**src/rtl/core/i2cm_pkg.sv**
```systemverilog
`timescale 1ns / 1ps
// ----------------------------------------------------------------------------
// I2C master bit engine package
// Shared command codes, engine state encoding and transfer payload types.
// ----------------------------------------------------------------------------
package i2cm_pkg;

   // Data bits in one byte on the bus
   localparam int unsigned BITS_PER_BYTE = 8;

   // Operation codes on the request channel (6 and 7 act as a tick)
   localparam logic [2:0] OP_TICK  = 3'd0;
   localparam logic [2:0] OP_START = 3'd1;
   localparam logic [2:0] OP_STOP  = 3'd2;
   localparam logic [2:0] OP_WRITE = 3'd3;
   localparam logic [2:0] OP_READ  = 3'd4;
   localparam logic [2:0] OP_ACK   = 3'd5;

   // Command sequence in progress; values match the operation codes
   typedef enum logic [2:0] {
      CMD_IDLE  = 3'd0,
      CMD_START = 3'd1,
      CMD_STOP  = 3'd2,
      CMD_WRITE = 3'd3,
      CMD_READ  = 3'd4,
      CMD_ACK   = 3'd5
   } cmd_type;

   // One request item
   typedef struct packed {
      logic [2:0] operation;
      logic [7:0] write_data;
      logic       ack_bit;
      logic       sda_sample;
   } req_type;

   // One result item
   typedef struct packed {
      logic       scl_level;
      logic       sda_drive;
      logic       busy_res;
      logic       done_res;
      logic [7:0] read_byte;
      logic       nak_received;
      logic       command_rejected;
   } rsp_type;

endpackage

```
**src/rtl/core/i2cm_core.sv**
```systemverilog
`timescale 1ns / 1ps
// ----------------------------------------------------------------------------
// I2C master bit engine core
// Holds the command sequencer and line registers; steps one half period per
// transferred request and presents the matching result in the same cycle.
// ----------------------------------------------------------------------------
module i2cm_core
   import i2cm_pkg::*;
(
   input  logic    clock,
   input  logic    reset,
   input  logic    step,
   input  req_type req_data,
   output rsp_type step_rsp
);

   localparam logic [3:0] BIT_LAST = 4'(BITS_PER_BYTE);

   cmd_type    cmd_ff, cmd_in;
   logic [1:0] phase_ff, phase_in;
   logic [3:0] bit_ff, bit_in;
   logic [7:0] shift_ff, shift_in;
   logic       scl_ff, scl_in;
   logic       sda_ff, sda_in;
   logic [7:0] last_read_ff, last_read_in;
   logic       last_nak_ff, last_nak_in;

   logic       is_cmd;
   logic       active;
   logic       last;
   logic       rejected;
   logic       done;

   assign is_cmd = (req_data.operation >= OP_START) && (req_data.operation <= OP_ACK);

   // Advance or load the sequence, drive the lines, then close on the last half
   always_comb begin
      cmd_in       = cmd_ff;
      phase_in     = phase_ff;
      bit_in       = bit_ff;
      shift_in     = shift_ff;
      scl_in       = scl_ff;
      sda_in       = sda_ff;
      last_read_in = last_read_ff;
      last_nak_in  = last_nak_ff;
      active       = 1'b0;
      last         = 1'b0;
      rejected     = 1'b0;
      done         = 1'b0;

      if (cmd_ff != CMD_IDLE) begin
         rejected = is_cmd;
         active   = 1'b1;
         if (cmd_ff == CMD_WRITE || cmd_ff == CMD_READ) begin
            if (phase_ff == 2'd0) begin
               phase_in = 2'd1;
            end else begin
               // sample SDA at the end of a high half
               if (bit_ff < BIT_LAST) begin
                  shift_in = {shift_ff[6:0], (cmd_ff == CMD_READ) ? req_data.sda_sample : 1'b0};
               end else if (bit_ff == BIT_LAST && cmd_ff == CMD_WRITE) begin
                  last_nak_in = req_data.sda_sample;
               end
               bit_in   = bit_ff + 4'd1;
               phase_in = 2'd0;
            end
         end else begin
            phase_in = phase_ff + 2'd1;
         end
      end else if (is_cmd) begin
         active   = 1'b1;
         cmd_in   = cmd_type'(req_data.operation);
         phase_in = 2'd0;
         bit_in   = 4'd0;
         if (req_data.operation == OP_WRITE) begin
            shift_in = req_data.write_data;
         end else if (req_data.operation == OP_ACK) begin
            shift_in = {7'd0, req_data.ack_bit};
         end else begin
            shift_in = 8'd0;
         end
      end

      // drive the half period of the updated sequence
      if (active) begin
         unique case (cmd_in)
            CMD_START: begin
               scl_in = (phase_in < 2'd2);
               sda_in = (phase_in == 2'd0);
               last   = (phase_in >= 2'd2);
            end
            CMD_STOP: begin
               scl_in = (phase_in >= 2'd1);
               sda_in = (phase_in >= 2'd2);
               last   = (phase_in >= 2'd2);
            end
            CMD_ACK: begin
               scl_in = (phase_in == 2'd1);
               sda_in = shift_in[0];
               last   = (phase_in >= 2'd2);
            end
            CMD_WRITE: begin
               if (bit_in < BIT_LAST) begin
                  scl_in = phase_in[0];
                  sda_in = shift_in[7];
               end else if (bit_in == BIT_LAST) begin
                  scl_in = phase_in[0];
                  sda_in = 1'b1;
               end else begin
                  scl_in = 1'b0;
                  sda_in = 1'b1;
                  last   = 1'b1;
               end
            end
            CMD_READ: begin
               scl_in = (bit_in < BIT_LAST) ? phase_in[0] : 1'b0;
               sda_in = 1'b1;
               last   = (bit_in >= BIT_LAST);
            end
            default: begin
            end
         endcase
      end

      // close the sequence on its last half period
      if (active && last) begin
         if (cmd_in == CMD_READ) begin
            last_read_in = shift_in;
         end
         cmd_in   = CMD_IDLE;
         phase_in = 2'd0;
         bit_in   = 4'd0;
         done     = 1'b1;
      end
   end

   // Hold state between transfers
   always_ff @(posedge clock) begin
      if (reset) begin
         cmd_ff       <= CMD_IDLE;
         phase_ff     <= 2'd0;
         bit_ff       <= 4'd0;
         shift_ff     <= 8'd0;
         scl_ff       <= 1'b1;
         sda_ff       <= 1'b1;
         last_read_ff <= 8'd0;
         last_nak_ff  <= 1'b0;
      end else if (step) begin
         cmd_ff       <= cmd_in;
         phase_ff     <= phase_in;
         bit_ff       <= bit_in;
         shift_ff     <= shift_in;
         scl_ff       <= scl_in;
         sda_ff       <= sda_in;
         last_read_ff <= last_read_in;
         last_nak_ff  <= last_nak_in;
      end
   end

   // Result of this step
   assign step_rsp.scl_level        = scl_in;
   assign step_rsp.sda_drive        = sda_in;
   assign step_rsp.busy_res         = (cmd_in != CMD_IDLE);
   assign step_rsp.done_res         = done;
   assign step_rsp.read_byte        = last_read_in;
   assign step_rsp.nak_received     = last_nak_in;
   assign step_rsp.command_rejected = rejected;

endmodule

```
**src/rtl/core/i2c_master_bit_engine.sv**
```systemverilog
`timescale 1ns / 1ps
// ----------------------------------------------------------------------------
// I2C master bit engine
// Turns start, stop, write, read and ack commands into SCL/SDA half periods,
// one half period per request transfer, with one result per request.
// ----------------------------------------------------------------------------
//   Channel  Dir  Handshake             Payload
//   req      in   req_valid/req_ready   req_data (req_type)
//   rsp      out  rsp_valid/rsp_ready   rsp_data (rsp_type)
//
// One request per cycle while req_ready is high; the result is registered and
// shows the next cycle if rsp is free; only the sequencer update lies between.
// A skid register keeps req_ready high for one more transfer while rsp stalls;
// req_ready drops only when both result registers are full.
// Synchronous reset puts the bus lines released and the sequencer idle.
// ----------------------------------------------------------------------------
module i2c_master_bit_engine
   import i2cm_pkg::*;
(
   input  logic    clock,
   input  logic    reset,
   input  logic    req_valid,
   output logic    req_ready,
   input  req_type req_data,
   output logic    rsp_valid,
   input  logic    rsp_ready,
   output rsp_type rsp_data
);

   logic    req_xfer;
   logic    rsp_free;
   rsp_type step_rsp;

   logic    rsp_valid_ff, rsp_valid_in;
   rsp_type rsp_data_ff, rsp_data_in;
   logic    skid_valid_ff, skid_valid_in;
   rsp_type skid_data_ff, skid_data_in;

   assign req_ready = !skid_valid_ff;
   assign req_xfer  = req_valid && req_ready;
   assign rsp_free  = !rsp_valid_ff || rsp_ready;

   i2cm_core u_core (
      .clock    (clock),
      .reset    (reset),
      .step     (req_xfer),
      .req_data (req_data),
      .step_rsp (step_rsp)
   );

   // Route results through the output and skid registers
   always_comb begin
      rsp_valid_in  = rsp_valid_ff;
      rsp_data_in   = rsp_data_ff;
      skid_valid_in = skid_valid_ff;
      skid_data_in  = skid_data_ff;
      if (rsp_free) begin
         if (skid_valid_ff) begin
            rsp_valid_in  = 1'b1;
            rsp_data_in   = skid_data_ff;
            skid_valid_in = 1'b0;
         end else if (req_xfer) begin
            rsp_valid_in = 1'b1;
            rsp_data_in  = step_rsp;
         end else begin
            rsp_valid_in = 1'b0;
         end
      end else if (req_xfer) begin
         skid_valid_in = 1'b1;
         skid_data_in  = step_rsp;
      end
   end

   // Hold valid flags
   always_ff @(posedge clock) begin
      if (reset) begin
         rsp_valid_ff  <= 1'b0;
         skid_valid_ff <= 1'b0;
      end else begin
         rsp_valid_ff  <= rsp_valid_in;
         skid_valid_ff <= skid_valid_in;
      end
   end

   // Hold payloads
   always_ff @(posedge clock) begin
      rsp_data_ff  <= rsp_data_in;
      skid_data_ff <= skid_data_in;
   end

   assign rsp_valid = rsp_valid_ff;
   assign rsp_data  = rsp_data_ff;

   // Skid register is filled only behind an occupied output register
   a_skid_behind_rsp: assert property (@(posedge clock) disable iff (reset)
      skid_valid_ff |-> rsp_valid_ff)
      else $error("skid register full while output register empty");

   // Skid fills only on a transfer while the output stalls
   a_skid_fill: assert property (@(posedge clock) disable iff (reset)
      $rose(skid_valid_ff) |-> $past(req_valid && rsp_valid_ff && !rsp_ready))
      else $error("skid register filled without a stalled transfer");

   // A finished command leaves the engine idle
   a_done_idle: assert property (@(posedge clock) disable iff (reset)
      rsp_valid_ff && rsp_data_ff.done_res |-> !rsp_data_ff.busy_res)
      else $error("done result reports busy");

endmodule

```
**config.mk**
```make
export PLATFORM = sky130hd
export DESIGN_NAME = i2c_master_bit_engine
export DESIGN_NICKNAME = d
export VERILOG_FILES = /design/src/rtl/core/i2cm_pkg.sv /design/src/rtl/core/i2cm_core.sv /design/src/rtl/core/i2c_master_bit_engine.sv
export SDC_FILE = /design/constraint.sdc
export NUM_CORES = 1
export LEC_CHECK = 0
export BUFFER_PORTS_ARGS = -buffer_cell sky130_fd_sc_hd__buf_2
export CORE_MARGIN = 2
export CORE_UTILIZATION = 50
export DETAILED_ROUTE_END_ITERATION = 8
export PLACE_DENSITY = 0.7
export SLEW_MARGIN = 20
export SYNTH_ARGS = -nofsm -noshare
export SYNTH_HDL_FRONTEND = slang
export SYNTH_SLANG_ARGS = --single-unit
```
**constraint.sdc**
```tcl
create_clock -name clock -period 4.5 [get_ports clock]
set_clock_uncertainty 0.1 [all_clocks]
set_input_delay 0.675 -clock clock [delete_from_list [all_inputs] [get_ports clock]]
set_output_delay 0.675 -clock clock [all_outputs]
set_load 0.05 [all_outputs]
```
==> metrics.md <==
| Metric | Value |
|---|---|
| Num ports | `33` |
| Maximum VDD drop | `233 uV` |
| Gr ovfl total | `0` |
| R2R Setup Slk | `approximately 1500 ps` |
| Actual slew at the worst max-slew pin | `814 ps` |
| DR vias/cell | `around 6.2` |
| GRT met3 Usage | `0.0590` |
| Die width | `roughly 84 um` |
| Post-synth EDFFs | `28` |
| # fillers | `around 570` |
| # diodes | `0` |
| Area leader, netlist | `edfxtp_1` |
| CTS hold repair buffers | `0` |
| Crit end category | `register` |
| DP HPWL | `around 5600 um` |
| GR Util All Layers | `0.227` |
| Synth top area share | `0.260` |
| Iteration-0 DRC Markers | `between 200 and 300` |
| Post-CTS Setup Inserts | `0` |
| Leakage power | `around 0.0013 uW` |
| 1st-pass router iterations | `5` |
| Final Power | `1280 uW` |
| Starting Density | `0.513` |
| Routed WL | `~7700 um` |
| Antenna violations before repair | `0` |
| Hold Path Sink | `u_core.last_read_ff[2]` |
| CTS tree | `yes` |
| Netlist cell types | `between 60 and 70` |
| Largest cells by area after synthesis | `edfxtp_1 (26%), dfxtp_1 (19%), nor2_1 (4.4%), nand2_1 (3.8%), a21oi_1 (3.7%)` |
| Setup violators final | `0` |
| Min-delay src | `u_core.last_read_ff[2]` |
| # clock sinks | `between 50 and 60` |
| Worst hold path depth | `2` |
| CP arrival | `between 2000 and 3000 ps` |
| Share of layout cells above drive strength 1 | `0.224` |
| Fmax | `336 MHz` |
| Slew Viols, Final | `0` |
| P per Cell Area | `356 nW/um2` |
| Tcrit/Tclk final | `0.662` |
| Routability cong. | `around 0.91` |
| GR peak layer | `met2` |
| Minimum clock period | `just under 3000 ps` |
| Routed length per instance | `approximately 17 um` |
| CP startpoint kind | `register` |
| TritonCTS Buffers | `9` |
| Max-cap violations | `0` |
| Clk slew on worst S/H paths | `70 ps` |
| CTS H-Tree Depth | `3` |
| Root Buffer | `clkbuf_8` |
| Largest net degree at the start of global routing | `28` |
| Setup CP Type | `register to register` |
| Clk_lat worst skew | `around 340 ps` |
| Most numerous cell in the Yosys netlist | `nor2_1` |
| NumNets Final | `between 300 and 400` |
| GR Util met1 | `0.303` |
| Worst min path class | `register to register` |
| Worst Reg-to-Reg Cells | `7` |
| RSZ-0062 raised after global routing | `no` |
| Post-synthesis cell area | `between 3000 and 4000 um2` |
| Area Growth Syn to Fin | `11.3%` |
| Core ar. | `6310 um2` |
| Share of flip-flops with an asynchronous set or reset | `0` |
| Die area | `7130 um2` |
| Worst r2r dst | `rsp_data[13]` |
| Post-Syn Area per Cell | `around 9.5 um2` |
| Worst reg2reg startpoint | `u_core.cmd_ff[2]` |
| ANT nets after route | `0` |
| Crit path required time | `about 4500 ps` |
| Ys flop type | `dfxtp_1` |
| CTS resizes | `0` |
| Syn Inst Count | `between 300 and 400` |
| Number of global-route vias before repair | `approximately 2500` |
| Fin. Hold Viols | `0` |
| Row Count | `29` |
| Crit. Startpoint | `u_core.cmd_ff[2]` |
| Crit path max fanout | `21` |
| Status | `finished clean` |
| Headroom to the max-slew limit | `0.451` |
| Flops & latches, synth | `58` |
| Seq/Total Area, Yosys | `0.445` |
| Longest Clk Path Bufs | `2` |
| Synth top cells by count | `nor2_1 (38), nand2_1 (33), dfxtp_1 (30)` |
| Number of port buffers | `32` |
| First-pass GRT wire length | `approximately 13000 um` |
| Via count | `around 2800` |
| Global Route met2 Usage | `0.373` |
| # DRC | `0` |
| Synth warnings | `0` |
| Total negative slack | `0 ps` |
| Die height | `~84 um` |
| Syn Nets | `360` |
layer usage:
metal | wire length [um] | vias up
met5 | 0 | -
li1 | - | 1344
met1 | 3450 | 1305
met3 | 529 | 12
met2 | 3680 | 98
met4 | 97 | 0
cells by family after synthesis:
| logic type | count (synthesis) | share of synthesized area |
|---|---|---|
| AOI/OAI and AO/OA | 113 | 0.276 |
| adders and majority gates | 3 | 0.0116 |
| buffers and inverters | 34 | 0.0502 |
| DFF | 58 | 0.445 |
| muxes | 9 | 0.0305 |
| and+or+nand+nor | 123 | 0.187 |
area by class of cell:
cell class | instances | area [um2] | area share
sequential | 58 | 1440 | 0.400
clock inverter | 7 | 68.8 | 0.0191
multi-input combinational | 248 | 1630 | 0.453
inverter | 11 | 41.3 | 0.0115
tap | 77 | 96.3 | 0.0267
timing repair buffer | 37 | 198 | 0.0549
clock buffer | 9 | 124 | 0.0344
sequential cells by signal, summed over array words and instances, names as in the netlist:
name                 count
rsp_data                14
skid_data_ff            14
u_core.last_read_ff      8
u_core.shift_ff          8
u_core.bit_ff            4
u_core.cmd_ff            3
u_core.phase_ff          2
rsp_valid                1
skid_valid_ff            1
u_core.last_nak_ff       1
u_core.scl_ff            1
u_core.sda_ff            1
stage by stage:
stage / cells / setup WS (ps) / cell area [um2] / utilization / hold WS [ps]
5_1_grt: 447 / 1320 / 3600 / 0.571 / 382
3_5_place_dp: 431 / 1560 / 3410 / 0.540 / 350
4_1_cts: 447 / 1560 / 3600 / 0.571 / 360
6_report: 447 / 1520 / 3600 / 0.571 / 357
2_1_floorplan: 340 / 2030 / 3240 / - / 336
3_3_place_gp: 431 / 1600 / 3410 / 0.540 / 342
report_power, final:
| part | internal (uW) | switching (uW) | leakage (uW) |
|---|---|---|---|
| Combinational | 64.6 | 141 | 0.000710 |
| Clock | 254 | 220 | 0.0000954 |
| Sequential | 581 | 20.6 | 0.000507 |
critical path, stage by stage (launching register included):
cell	delay, ps
dfxtp_1	700
and3b_1	360
o211ai_1	350
mux2i_1	360
buf_4	250
a211oi_1	80
nor4_2	380
o31ai_1	120
cell usage in the layout, fill, tap and decap left out, types with 6 or more instances in the layout:
| cell type | count |
|---|---|
| buf_2 | 32 |
| edfxtp_1 | 28 |
| o21ai_0 | 8 |
| dfxtp_1 | 30 |
| nor2_1 | 38 |
| o211ai_1 | 6 |
| inv_1 | 10 |
| nand2_1 | 33 |
| a22oi_1 | 6 |
| nor3_1 | 9 |
| a21oi_1 | 24 |
| mux2_2 | 7 |
| a211oi_1 | 7 |
| clkbuf_8 | 9 |
| nor2b_1 | 7 |
| o31ai_1 | 9 |
how the worst max path moves through the flow:
| stage | depth (start not counted) | to | slack, ps |
|---|---|---|---|
| after floorplan | 9 | rsp_data[4] | 2030 |
| after global placement | 6 | rsp_data[4] | 1600 |
| after detailed placement | 6 | rsp_data[4] | 1560 |
| after CTS | 7 | rsp_data[13] | 1560 |
| after global routing | 7 | rsp_data[13] | 1320 |
| final | 7 | rsp_data[13] | 1520 |
(Power assumes the default switching activity.)
